`src/rtl/tcc_pkg.sv`:
```
// Shared types and constants of the terrain rule classifier.
// Depends on nothing; every other file of the block imports it.
package tcc_pkg;

  // Fixed field widths of the request and result items.
  localparam int OP_W        = 2;
  localparam int ENTRY_W     = 5;
  localparam int CLAUSE_W    = 2;
  localparam int MASK_W      = 64;
  localparam int COUNT_W     = 3;
  localparam int FIELD_SEL_W = 2;
  localparam int CHAN_W      = 8;
  localparam int COLOR_W     = 24;
  localparam int CODE_W      = 16;
  localparam int MODE_W      = 3;
  localparam int TYPE_IDX_W  = 5;
  localparam int TCOUNT_W    = 6;

  // Terrain code layout: four attribute fields of four bits, sixteen mask
  // slots per field.
  localparam int FIELD_COUNT = 4;
  localparam int ATTR_W      = 4;
  localparam int SLOTS       = 16;
  localparam int SLOT_IDX_W  = 6;

  // Attribute palettes: four fields of sixteen entries.
  localparam int PAL_DEPTH  = FIELD_COUNT * SLOTS;
  localparam int PAL_ADDR_W = 6;

  // Configuration port.
  localparam int            CFG_ADDR_W     = 3;
  localparam int            CFG_DATA_W     = 32;
  localparam logic [0:0]    REG_TYPE_COUNT = 1'b0;

  // Request opcodes.
  localparam logic [OP_W-1:0] OP_LOAD_MASK  = 2'd0;
  localparam logic [OP_W-1:0] OP_LOAD_TYPE  = 2'd1;
  localparam logic [OP_W-1:0] OP_LOAD_PAL   = 2'd2;
  localparam logic [OP_W-1:0] OP_QUERY      = 2'd3;

  // Display modes.
  localparam logic [MODE_W-1:0] MODE_TYPE = 3'd0;
  localparam logic [MODE_W-1:0] MODE_ELEV = 3'd1;
  localparam logic [MODE_W-1:0] MODE_VEG  = 3'd2;
  localparam logic [MODE_W-1:0] MODE_SOIL = 3'd3;
  localparam logic [MODE_W-1:0] MODE_FEAT = 3'd4;

  // Attribute fields, also the palette selects.
  localparam logic [FIELD_SEL_W-1:0] FLD_ELEV = 2'd0;
  localparam logic [FIELD_SEL_W-1:0] FLD_VEG  = 2'd1;
  localparam logic [FIELD_SEL_W-1:0] FLD_SOIL = 2'd2;
  localparam logic [FIELD_SEL_W-1:0] FLD_FEAT = 2'd3;

  // Table write request, decoded once from an accepted load request.
  typedef struct packed {
    logic                   mask_we;
    logic                   type_we;
    logic                   pal_we;
    logic [ENTRY_W-1:0]     entry;
    logic [CLAUSE_W-1:0]    clause;
    logic [FIELD_SEL_W-1:0] field;
    logic [MASK_W-1:0]      mask;
    logic [COUNT_W-1:0]     count;
    logic [COLOR_W-1:0]     color;
  } tcc_load_t;

endpackage

```
`src/rtl/tcc_match_unit.sv`:
```
// Shared match unit: tests one terrain type (all of its clauses) against a code.
// Depends on tcc_pkg.
module tcc_match_unit
  import tcc_pkg::*;
#(
  parameter int MAX_CLAUSES  = 4,
  parameter int FIELD_VALUES = 16
) (
  input  logic [MAX_CLAUSES-1:0][MASK_W-1:0] masks,
  input  logic [COUNT_W-1:0]                 count,
  input  logic [CODE_W-1:0]                  code,
  output logic                               match
);

  logic [MAX_CLAUSES-1:0] clause_hold;

  // A clause holds when any field's value has its slot set. Clauses past the
  // stored count are treated as holding, so a count above the clause limit
  // simply uses every clause.
  always_comb begin
    logic [ATTR_W-1:0]     attr;
    logic [SLOT_IDX_W-1:0] slot;
    for (int c = 0; c < MAX_CLAUSES; c++) begin
      clause_hold[c] = (c >= int'(count));
      for (int f = 0; f < FIELD_COUNT; f++) begin
        attr = code[f*ATTR_W +: ATTR_W];
        slot = {FIELD_SEL_W'(f), attr};
        if ((int'(attr) < FIELD_VALUES) && masks[c][slot]) begin
          clause_hold[c] = 1'b1;
        end
      end
    end
  end

  assign match = (count != '0) && (&clause_hold);

endmodule

```
`config.mk`:
```
export PLATFORM = sky130hd
export DESIGN_NAME = tcc_match_unit
export DESIGN_NICKNAME = d
export VERILOG_FILES = /design/src/rtl/tcc_pkg.sv /design/src/rtl/tcc_match_unit.sv
export SDC_FILE = /design/constraint.sdc
export NUM_CORES = 1
export LEC_CHECK = 0
export BUFFER_PORTS_ARGS = -buffer_cell sky130_fd_sc_hd__buf_2
export CELL_PAD_IN_SITES_DETAIL_PLACEMENT = 2
export CELL_PAD_IN_SITES_GLOBAL_PLACEMENT = 2
export CORE_MARGIN = 2
export CORE_UTILIZATION = 15
export DETAILED_ROUTE_END_ITERATION = 8
export PLACE_DENSITY_LB_ADDON = 0.1
export SETUP_SLACK_MARGIN = 0.02
export SLEW_MARGIN = 10
export SYNTH_ARGS = -nofsm -noshare
export SYNTH_HDL_FRONTEND = slang
export SYNTH_SLANG_ARGS = --single-unit
```
`constraint.sdc`:
```
create_clock -name vclk -period 2.76
set_input_delay 0.552 -clock vclk [all_inputs]
set_output_delay 0.552 -clock vclk [all_outputs]
set_load 0.1 [all_outputs]
```
==> results.sh <==
export IMPL_grt_pass1_vias=3389
export IMPL_cp_data_arrival_time_ns=2.45
export IMPL_synth_nets=420
export IMPL_seqCellArea_um2=0
export IMPL_syn_to_final_growth_pct=97.6
export IMPL_drive_above_1_share=0.909
export IMPL_via_per_inst=4.56
export IMPL_hp_start="count[1]"
export IMPL_rsz0062_at_grt="true"
export IMPL_cp_max_fo=6
export IMPL_pwr_density_cell_nw_per_um2=161
export IMPL_hold_class="input port to primary output"
export IMPL_grt_pass1_wl_um=18300
export IMPL_total_power_mw=0.657
export IMPL_antenna_found_initial=1
export IMPL_finalHoldViolCount=0
export IMPL_hpwl_um=11400
export IMPL_dp_cells=611
export IMPL_syn_cell_area_um2=2060
export IMPL_hold_slack_ns=1.75
export IMPL_start_kind="input port"
export IMPL_gp_congestion=0.842
export IMPL_worstPathRequired_ns=2.21
export IMPL_worst_pin_slew_ns=0.252
export IMPL_coreArea_um2=13300
export IMPL_grt_start_max_net_pins=15
export IMPL_wire_per_inst_um=20.1
export IMPL_nNetsFinal=716
export IMPL_ios=276
export IMPL_ir_drop_mv=0.0576
export IMPL_maxSlewHeadroom=0.827
export IMPL_status="finished with violations"
export IMPL_grt_use_total=0.159
export IMPL_worstSetupPathType="input port to primary output"
export IMPL_failed_checks="setup timing"
export IMPL_drtIter0Drc=51
export IMPL_yosysWarnings=0
export IMPL_grt_overflow=0
export IMPL_synthDistinctLibCells=30
export IMPL_clock_buffers=0
export IMPL_die_width_um=121
export IMPL_drc=0
export IMPL_period_needed_ns=3.00
export IMPL_fin_ws_ns=-0.238
export IMPL_max_freq_mhz=334
export IMPL_postPlaceCellArea_um2=3930
export IMPL_final_max_slew_viol_count=0
export IMPL_drtAntennaViolNets=0
export IMPL_die_h_um=121
export IMPL_wl_um=12400
export IMPL_hold_buffers=0
export IMPL_seq_area_frac_synth=0
export IMPL_maxCapViolCount=0
export IMPL_final_cells=616
export IMPL_finalInstanceArea_um2=4080
export IMPL_die_area_um2=14700
export IMPL_n_sequential_cell=0
export IMPL_layout_commonest_cell="buf_2"
export IMPL_setup_worst_path_end_class="primary output"
export IMPL_period_share=1.09
export IMPL_vias=2811
export IMPL_final_setup_viol_count=1
export IMPL_initial_core_util=0.155
export IMPL_portBuffers=276
export IMPL_row_count=42
export IMPL_leakagePower_nw=1.95
export IMPL_final_cell_mix="270 x buf_2, 69 x mux4_2, 33 x buf_4, 8 x nor2_1, 8 x mux2i_1"
export IMPL_avgSynthCellArea_um2=14.2
export IMPL_crit_start="code[12]"
export IMPL_dr_pass1_iters=4
export IMPL_synth_cells=145
[report_power, final]
group          switching [mW]  internal [mW]  leakage, nW
logic                   0.248          0.408         1.95
clock network               0   0.0000000486   0.00000634
registers                   0              0            0
total                   0.248          0.408         1.95
[critical path: stages]
cell,delay [ns]
buf_8,0.09
clkbuf_16,0.15
mux4_2,0.50
mux4_2,0.52
nor4_2,0.24
buf_4,0.16
nor4b_4,0.04
buf_6,0.19
[repair_timing]
item	CTS	global route
gates cloned	0	2
pin swaps	4	9
setup buffers	2	1
endpoints found under the setup margin	1	1
resized for setup	15	14
[through the flow]
stage | setup TNS [ns] | utilization | worst slack [ns]
after global routing | -0.312 | 0.306 | -0.312
after floorplan | -0.412 | - | -0.412
after global placement | -0.517 | 0.295 | -0.517
after CTS | -0.277 | 0.297 | -0.277
after detailed placement | -0.544 | 0.295 | -0.544
final | -0.238 | 0.306 | -0.238
[routing by layer]
layer,GRT usage,part of all wire
met5,0,0
met4,0.00431,0
met3,0.0240,0.073
met2,0.333,0.58
met1,0.174,0.35
[cell families after synthesis]
family | synth area share
buffers and inverters | 0.0582
and+or+nand+nor | 0.0600
muxes | 0.820
AOI/OAI and AO/OA | 0.0618
[final timing paths]
path                 to  cells after the start  slack [ns]
setup / recovery  match                      8       -0.24
hold / removal    match                      5        1.75
[synth_stat cells, drive strengths merged, types with 2 or more instances]
master / number / area (um^2)
nor3: 2 / 10.0
mux4: 69 / 1570
nor2: 8 / 30.0
inv: 2 / 7.51
nand3b: 2 / 15.0
nor4: 2 / 12.5
nand2: 2 / 7.51
a221oi: 2 / 17.5
a31oi: 2 / 12.5
nor2b: 2 / 12.5
a21oi: 2 / 10.0
buf: 14 / 86.3
nand3: 4 / 20.0
a22oi: 2 / 15.0
mux2i: 9 / 90.1
mux2: 3 / 33.8
clkbuf: 7 / 26.3
a32oi: 2 / 17.5
[layout make-up]
type | count | area, um^2
diodes | 1 | 2.50
multi-input cells | 122 | 2020
repair buffers | 315 | 1830
inverters | 2 | 7.51
well taps | 176 | 220
fillers | 1529 | 9270
No activity file was read; power rests on OpenSTA's default activity.
