$ cat src/rtl/tcc_pkg.sv
// Shared types and constants of the terrain rule classifier.
// Depends on nothing; every other file of the block imports it.
package tcc_pkg;

  // Fixed field widths of the request and result items.
  localparam int OP_W        = 2;
  localparam int ENTRY_W     = 5;
  localparam int CLAUSE_W    = 2;
  localparam int MASK_W      = 64;
  localparam int COUNT_W     = 3;
  localparam int FIELD_SEL_W = 2;
  localparam int CHAN_W      = 8;
  localparam int COLOR_W     = 24;
  localparam int CODE_W      = 16;
  localparam int MODE_W      = 3;
  localparam int TYPE_IDX_W  = 5;
  localparam int TCOUNT_W    = 6;

  // Terrain code layout: four attribute fields of four bits, sixteen mask
  // slots per field.
  localparam int FIELD_COUNT = 4;
  localparam int ATTR_W      = 4;
  localparam int SLOTS       = 16;
  localparam int SLOT_IDX_W  = 6;

  // Attribute palettes: four fields of sixteen entries.
  localparam int PAL_DEPTH  = FIELD_COUNT * SLOTS;
  localparam int PAL_ADDR_W = 6;

  // Configuration port.
  localparam int            CFG_ADDR_W     = 3;
  localparam int            CFG_DATA_W     = 32;
  localparam logic [0:0]    REG_TYPE_COUNT = 1'b0;

  // Request opcodes.
  localparam logic [OP_W-1:0] OP_LOAD_MASK  = 2'd0;
  localparam logic [OP_W-1:0] OP_LOAD_TYPE  = 2'd1;
  localparam logic [OP_W-1:0] OP_LOAD_PAL   = 2'd2;
  localparam logic [OP_W-1:0] OP_QUERY      = 2'd3;

  // Display modes.
  localparam logic [MODE_W-1:0] MODE_TYPE = 3'd0;
  localparam logic [MODE_W-1:0] MODE_ELEV = 3'd1;
  localparam logic [MODE_W-1:0] MODE_VEG  = 3'd2;
  localparam logic [MODE_W-1:0] MODE_SOIL = 3'd3;
  localparam logic [MODE_W-1:0] MODE_FEAT = 3'd4;

  // Attribute fields, also the palette selects.
  localparam logic [FIELD_SEL_W-1:0] FLD_ELEV = 2'd0;
  localparam logic [FIELD_SEL_W-1:0] FLD_VEG  = 2'd1;
  localparam logic [FIELD_SEL_W-1:0] FLD_SOIL = 2'd2;
  localparam logic [FIELD_SEL_W-1:0] FLD_FEAT = 2'd3;

  // Table write request, decoded once from an accepted load request.
  typedef struct packed {
    logic                   mask_we;
    logic                   type_we;
    logic                   pal_we;
    logic [ENTRY_W-1:0]     entry;
    logic [CLAUSE_W-1:0]    clause;
    logic [FIELD_SEL_W-1:0] field;
    logic [MASK_W-1:0]      mask;
    logic [COUNT_W-1:0]     count;
    logic [COLOR_W-1:0]     color;
  } tcc_load_t;

endpackage

$ cat src/rtl/tcc_palette.sv
// Attribute palettes: four fields of sixteen colors, with per-entry valid bits.
// Depends on tcc_pkg.
module tcc_palette
  import tcc_pkg::*;
(
  input  logic                  clk,
  input  logic                  rst_n,
  input  tcc_load_t             load,
  input  logic                  rd_en,
  input  logic [PAL_ADDR_W-1:0] rd_addr,
  output logic [COLOR_W-1:0]    color
);

  logic [COLOR_W-1:0]   pal_mem [PAL_DEPTH];
  logic [PAL_DEPTH-1:0] valid_r;
  logic [COLOR_W-1:0]   rd_data_r;
  logic                 rd_valid_r;
  logic [PAL_ADDR_W-1:0] wr_addr;

  assign wr_addr = {load.field, load.entry[ATTR_W-1:0]};

  always_ff @(posedge clk) begin
    if (load.pal_we) begin
      pal_mem[wr_addr] <= load.color;
    end
    if (rd_en) begin
      rd_data_r <= pal_mem[rd_addr];
    end
  end

  // Entries read as black until they are first loaded.
  always_ff @(posedge clk) begin
    if (!rst_n) begin
      valid_r    <= '0;
      rd_valid_r <= 1'b0;
    end else begin
      if (load.pal_we) begin
        valid_r[wr_addr] <= 1'b1;
      end
      if (rd_en) begin
        rd_valid_r <= valid_r[rd_addr];
      end
    end
  end

  assign color = rd_valid_r ? rd_data_r : '0;

endmodule

$ cat config.mk
export PLATFORM = sky130hd
export DESIGN_NAME = tcc_palette
export DESIGN_NICKNAME = d
export VERILOG_FILES = /design/src/rtl/tcc_pkg.sv /design/src/rtl/tcc_palette.sv
export SDC_FILE = /design/constraint.sdc
export NUM_CORES = 1
export LEC_CHECK = 0
export ABC_AREA = 0
export BUFFER_PORTS_ARGS = -buffer_cell sky130_fd_sc_hd__clkbuf_2
export CAP_MARGIN = 30
export CORE_ASPECT_RATIO = 1.25
export CORE_MARGIN = 8
export CORE_UTILIZATION = 39
export DETAILED_ROUTE_END_ITERATION = 10
export SLEW_MARGIN = 30
export SYNTH_ARGS = -nofsm -noshare
export SYNTH_HDL_FRONTEND = slang
export SYNTH_SLANG_ARGS = --single-unit
$ cat constraint.sdc
create_clock -name clk -period 2.69 [get_ports clk]
set_input_delay 0.1345 -clock clk [delete_from_list [all_inputs] [get_ports clk]]
set_output_delay 0.1345 -clock clk [all_outputs]
set_load 0.1 [all_outputs]
==> results.cfg, run 1 <==
[global_routing]
grt_util_all_layers = 0.179
pin_count_of_the_biggest_net_entering_global_routing = 65
globalRoute.totalOverflow = 0
first_pass_grt_wire_length_um = 219000
antenna_found_initial = 6
via_count_of_the_first_global_routing_pass = 30100

[timing]
worst_slew_pin_slew_ns = 0.966
final_period_minus_worst_setup_slack_ns = 2.42
hold_violations = 0
totalNegativeSetupSlack_ns = 0
setup_viol_count_final = 0
clock-skew-final_ns = 0.0322
final_max_slew_violation_count = 0
final_min_period_over_clock_period = 0.901
timing.fmax_mhz = 412
slew-limit-headroom = 0.356
rsz_0062_raised_after_global_routing = false

[floorplan]
die-area_um2 = 172000
top_level_ports = 136
fp-row-count = 163
design.core.area_um2 = 158000
start_util = 0.392
die_height_um = 461
floorplan.die.width_um = 372

[power]
intPower_mw = 40.8
p_leak_nw = 22.6
power_frac_clock = 0.402
power_density_nw_per_um2 = 711
share_comb_of_total_power = 0.054
swShare = 0.207
power_switching_mw = 10.7
share_seq_of_total_power = 0.544
vdd_drop_max_uv = 775

[finish]
multi_input_comb_area_um2 = 13500
fillers = 12700
nets = 2979
area_growth_pct = 17.1
drive_above_1_share = 0.363
final_cell_area_um2 = 72400
layout.area.seq_um2 = 48100
fin_cells = 5055

[cts]
cts_post_setup_buffers_inserted = 0
htreeDepth = 4
clk_path_buf_depth = 3
clk_pin_slew_worst_paths_ns = 0.06
root_buffer_cell = clkbuf_16
insertion_delay_ns = 0.79
cts.sinks = 1625
postCtsResizedCells = 0
cts_tree = yes
tritoncts_buffer_count = 149

[drt]
route.detailed.wl_per_inst_um = 30.5
drt_pass1_iterations = 5
route.detailed.vias_per_inst = 5.64
drt_drc_violations_left = 0
route.final.wire_length_um = 154000
routed-via-count = 28500
drt_iter0_drc = 3156
final_antenna_net_count = 0

[logic_synthesis]
post_synth_inst_count = 2540
synth_top_area_cell = edfxtp_1
yosysUniqueCellTypes = 31
synth.area.top_cells = edfxtp_1 76%, mux4_2 18%, dfxtp_1 2.1%
dominantRegCellSynth = edfxtp_1
synth_async_sr_flop_share = 0
synth-seq-area-share = 0.779
synth_largest_type_area_fraction = 0.758
avgSynthCellArea_um2 = 24.3
netlist_area_um2 = 61800
mappedNetlistNets = 2652
synth_enable_flop_cells = 1560
synth_warnings = 0
total_of_flip_flops_plus_latches_after_synthesis = 1625

[setup_path]
timing.critical_path.buf_inv = 0
path_cells = mux4_2 > mux4_2 > mux2_2 > nand2_1 > o21ai_0
crit_fanout = 1
worstPathArrival_ns = 2.84
cp_top_family = multiplexers
endpoint_kind = register
crit_path_most_repeated_cell = mux4_2
crit_path_max_incr_delay_ns = 0.51
path_class = register to register
worst_ep_required_time_ns = 3.10
critical_path.startpoint_type = register
timing.critical_path.slowest_stage_cell = mux4_2

[placed_design]
gpl.final_weighted_congestion = 0.793
dp.cells = 4762
buffer_ports.inserted = 63
detailed_place_hpwl_um = 91700
placement.cell_area_um2 = 67400

[min_path]
worstHoldPathType = input port to register

[run]
timing.max_cap.violations = 0

[status]
status = complete, no violations
==> cell usage after synthesis, types with 3 or more instances <==
library cell  number
nor2_1            64
nor3_1             5
nand2_1           21
mux4_2           501
nand2b_1           5
o21ai_0           18
dfxtp_1           65
clkbuf_1          70
buf_2             50
nand4_1            4
o21a_1            64
nand3_1            9
and2_1            25
mux2i_1           19
buf_4              6
edfxtp_1        1560
nand3b_1           3
nor2b_1            7
buf_1              9
mux2_2            19
==> cells by family after synthesis <==
logic type | share of synthesized area
simple gates | 0.0113
buf+inv | 0.00994
compound gates | 0.0106
mux | 0.189
flops | 0.779
==> metal layers <==
metal	vias up	track usage	part of all wire	wire length (um)
met5	-	0	0.00017	27
met4	4	0.0523	0.025	3860
met2	994	0.313	0.52	80500
li1	11600	-	-	-
met1	15700	0.230	0.39	60700
met3	213	0.0313	0.061	9380
==> path summary, 6_finish.rpt <==
check / startpoint / end / slack, ns / depth (start not counted)
setup / recovery: pal_mem[52][9] / rd_data_r[9] / 0.27 / 5
hold / removal: rst_n / valid_r[34] / 0.03 / 2
setup reg to reg: pal_mem[52][9] / rd_data_r[9] / 0.27 / 5
hold reg to reg: valid_r[15] / valid_r[15] / 0.46 / 1
==> final cells by class <==
class / count / share of cell area
Sequential cell: 1625 / 0.665
Clock buffer: 191 / 0.0552
Timing Repair Buffer: 313 / 0.0464
Tap cell: 2062 / 0.0356
Multi-Input combinational cell: 778 / 0.187
Clock inverter: 79 / 0.0104
Antenna cell: 7 / 0.000242
==> cells in the final DEF (no fill, tap or decap), drive strengths merged, types with 7 or more instances in the layout <==
master,instances
edfxtp,1560
mux4,501
clkbuf,248
buf,242
dfxtp,65
o21a,64
nor2,64
clkinv,54
and2,25
nand2,21
mux2i,19
mux2,19
o21ai,18
dlygate4sd3,14
bufinv,12
nand3,9
clkinvlp,8
diode,7
nor2b,7
==> power by group through the flow <==
stage          Sequential, mW  Clock, mW  Combinational [mW]
6_report                 28.0       20.7                2.78
5_1_grt                  28.0       22.0                2.94
4_1_cts                  28.0       21.1                2.81
3_5_place_dp             28.5          0                2.80
3_3_place_gp             28.5          0                2.72
2_1_floorplan            28.5          0                1.51
==> flip-flops by register name, indices dropped and copies added (netlist names) <==
register,flops
rd_data_r,24
pal_mem,1536
rd_valid_r,1
valid_r,64
==> repair_timing <==
action	in CTS	in global routing
endpoints found under the setup margin	0	0
hold endpoints to repair	339	35
hold buffers	12	2
==> metrics by stage <==
stage               hold WS (ns)  setup slack (ns)  total power [mW]  utilization
floorplan                  0.233             0.255              30.0            -
global placement           0.441           -0.0825              31.3        0.428
detailed placement         0.448            -0.100              31.3        0.428
CTS                       0.0206             0.237              51.9        0.459
global route              0.0148             0.152              52.9        0.459
finish                    0.0313             0.265              51.5        0.459
Power figures use the tool's default switching activity.
==> run 2, diff against run 1 <==
--- a/config.mk
+++ b/config.mk
@@ -9,7 +9,7 @@
 export BUFFER_PORTS_ARGS = -buffer_cell sky130_fd_sc_hd__clkbuf_2
 export CAP_MARGIN = 30
 export CORE_ASPECT_RATIO = 1.25
-export CORE_MARGIN = 8
+export CORE_MARGIN = 10
 export CORE_UTILIZATION = 39
 export DETAILED_ROUTE_END_ITERATION = 10
 export SLEW_MARGIN = 30
==> run 2 against run 1 <==
Net effect:
- clock skew down 0.0044 ns
- total power rose by 1.0%
- largest cell class unchanged
- largest power group unchanged
- critical path depth is 1 higher
- fmax increased by 0.28%
- cell count is 0.32% higher
- die area is 2.0% higher
- final area is 0.11% higher
- non-clock buffer count increased by 4
- routed wire length up 3.6%
- critical endpoint unchanged
- count of clock-buffer cells in the layout shrank 3
==> results.cfg, run 2 (synthesis gave the netlist of run 1 again) <==
[status]
status = complete, no violations

[floorplan]
start_util = 0.392
design.core.area_um2 = 158000
die-area_um2 = 175000
fp-row-count = 163
die_height_um = 465
floorplan.die.width_um = 376
top_level_ports = 136

[run]
timing.max_cap.violations = 0

[setup_path]
critical_path.startpoint_type = register
path_class = register to register
worstReg2RegEnd = rd_data_r[9]
endpoint_kind = register
timing.critical_path.buf_inv = 1
crit_fanout = 1
r2r_cell_count = 6
ff2ff_setup_slack_ns = 0.27
path_cells = mux4_2 > mux4_2 > mux2_2 > nand2_1 > o21ai_0 > buf_4
crit_path_most_repeated_cell = mux4_2
worst_ep_required_time_ns = 3.24
cp-startpoint = pal_mem[63][9]
r2r_start = pal_mem[63][9]
worstPathArrival_ns = 2.97
crit_path_max_incr_delay_ns = 0.54
timing.critical_path.slowest_stage_cell = mux4_2
cp_top_family = multiplexers

[finish]
fillers = 12700
mostFrequentLayoutCell = edfxtp_1
drive_above_1_share = 0.365
multi_input_comb_area_um2 = 13500
layout.cells.most_common_list = 1560 x edfxtp_1, 501 x mux4_2, 157 x clkbuf_16, 157 x buf_4, 78 x buf_12
registers.top_by_ff_count = pal_mem
layout.area.seq_um2 = 48100
reg_top3 = pal_mem: 1536 flops, valid_r: 64 flops, rd_data_r: 24 flops
area_growth_pct = 17.3
fin_cells = 5071
largest_register_ff_count = 1536
nets = 2989
final_cell_area_um2 = 72500

[global_routing]
grt_util_all_layers = 0.182
first_pass_grt_wire_length_um = 227000
pin_count_of_the_biggest_net_entering_global_routing = 75
antenna_found_initial = 10
globalRoute.totalOverflow = 0
via_count_of_the_first_global_routing_pass = 30500

[power]
vdd_drop_max_uv = 644
total_power_mw = 52.0
swShare = 0.213
power_density_nw_per_um2 = 718
p_leak_nw = 22.6
intPower_mw = 40.9
share_comb_of_total_power = 0.054
power_switching_mw = 11.1
share_seq_of_total_power = 0.539
power_frac_clock = 0.407

[timing]
rsz_0062_raised_after_global_routing = false
setup_viol_count_final = 0
clock-skew-final_ns = 0.0278
final_min_period_over_clock_period = 0.899
hold_violations = 0
final_max_slew_violation_count = 0
timing.fmax_mhz = 414
slew-limit-headroom = 0.374
worst_slew_pin_slew_ns = 0.940
final_period_minus_worst_setup_slack_ns = 2.42

[cts]
cts_tree = yes
cts_post_setup_buffers_inserted = 0
tritoncts_buffer_count = 155
cts.sinks = 1625
htreeDepth = 4
root_buffer_cell = clkbuf_16
insertion_delay_ns = 0.79
clk_path_buf_depth = 3
clk_pin_slew_worst_paths_ns = 0.06
postCtsResizedCells = 0
cts-hold-fix-buffers = 20

[drt]
drt_drc_violations_left = 0
final_antenna_net_count = 0
route.detailed.wl_per_inst_um = 31.6
route.detailed.vias_per_inst = 5.73
drt_pass1_iterations = 7
drt_iter0_drc = 3332
route.final.wire_length_um = 160000
routed-via-count = 29100

[placed_design]
gpl.final_weighted_congestion = 0.776
dp.cells = 4759
placement.cell_area_um2 = 67300
buffer_ports.inserted = 63
detailed_place_hpwl_um = 93000

[min_path]
holdPathEnd = pal_mem[47][21]
worstHoldPathType = input port to register
worstHoldStart = load[21]
timing.hold.worst_path_depth = 1
## run 2: area by class of cell
| cell class | count | area share |
|---|---|---|
| Sequential cell | 1625 | 0.664 |
| Tap cell | 2062 | 0.0356 |
| Antenna cell | 6 | 0.000207 |
| Clock inverter | 95 | 0.0117 |
| Timing Repair Buffer | 317 | 0.0454 |
| Clock buffer | 188 | 0.0558 |
| Multi-Input combinational cell | 778 | 0.187 |
## run 2: how the worst max path moves through the flow
| stage | end | slack (ns) | cells after the start |
|---|---|---|---|
| final | rd_data_r[9] | 0.27 | 6 |
| after global routing | rd_data_r[9] | 0.21 | 6 |
| after CTS | rd_data_r[9] | 0.27 | 6 |
| after detailed placement | rd_data_r[7] | -0.28 | 8 |
| after global placement | rd_data_r[7] | -0.24 | 8 |
| after floorplan | rd_data_r[18] | 0.26 | 8 |
## run 2: through the flow
| step | util | TNS (ns) | hold WS (ns) | worst slack (ns) |
|---|---|---|---|---|
| 6_report | 0.460 | 0 | 0.0559 | 0.272 |
| 5_1_grt | 0.460 | 0 | 0.0737 | 0.210 |
| 4_1_cts | 0.459 | 0 | 0.0100 | 0.270 |
| 3_5_place_dp | 0.427 | -1.17 | 0.452 | -0.282 |
| 3_3_place_gp | 0.427 | -0.712 | 0.441 | -0.235 |
| 2_1_floorplan | - | 0 | 0.233 | 0.255 |
## run 2: power groups by stage
stage               registers (mW)  clock network, mW  logic (mW)
floorplan                     28.5                  0        1.51
global placement              28.5                  0        2.73
detailed placement            28.6                  0        2.81
CTS                           28.0               21.5        2.84
global route                  28.0               22.5        2.96
finish                        28.0               21.2        2.80
## run 2: worst register-to-register path: stages, from the launching register on
cell	delay (ns)
edfxtp_1	0.36
mux4_2	0.49
mux4_2	0.54
mux2_2	0.30
nand2_1	0.21
o21ai_0	0.15
buf_4	0.15
## run 2: metal layers
layer	global-route usage	vias up	routed length [um]
li1	-	11600	-
met1	0.237	15900	62100
met2	0.306	1224	80700
met3	0.0342	296	11900
met4	0.0632	8	5250
met5	0	-	46
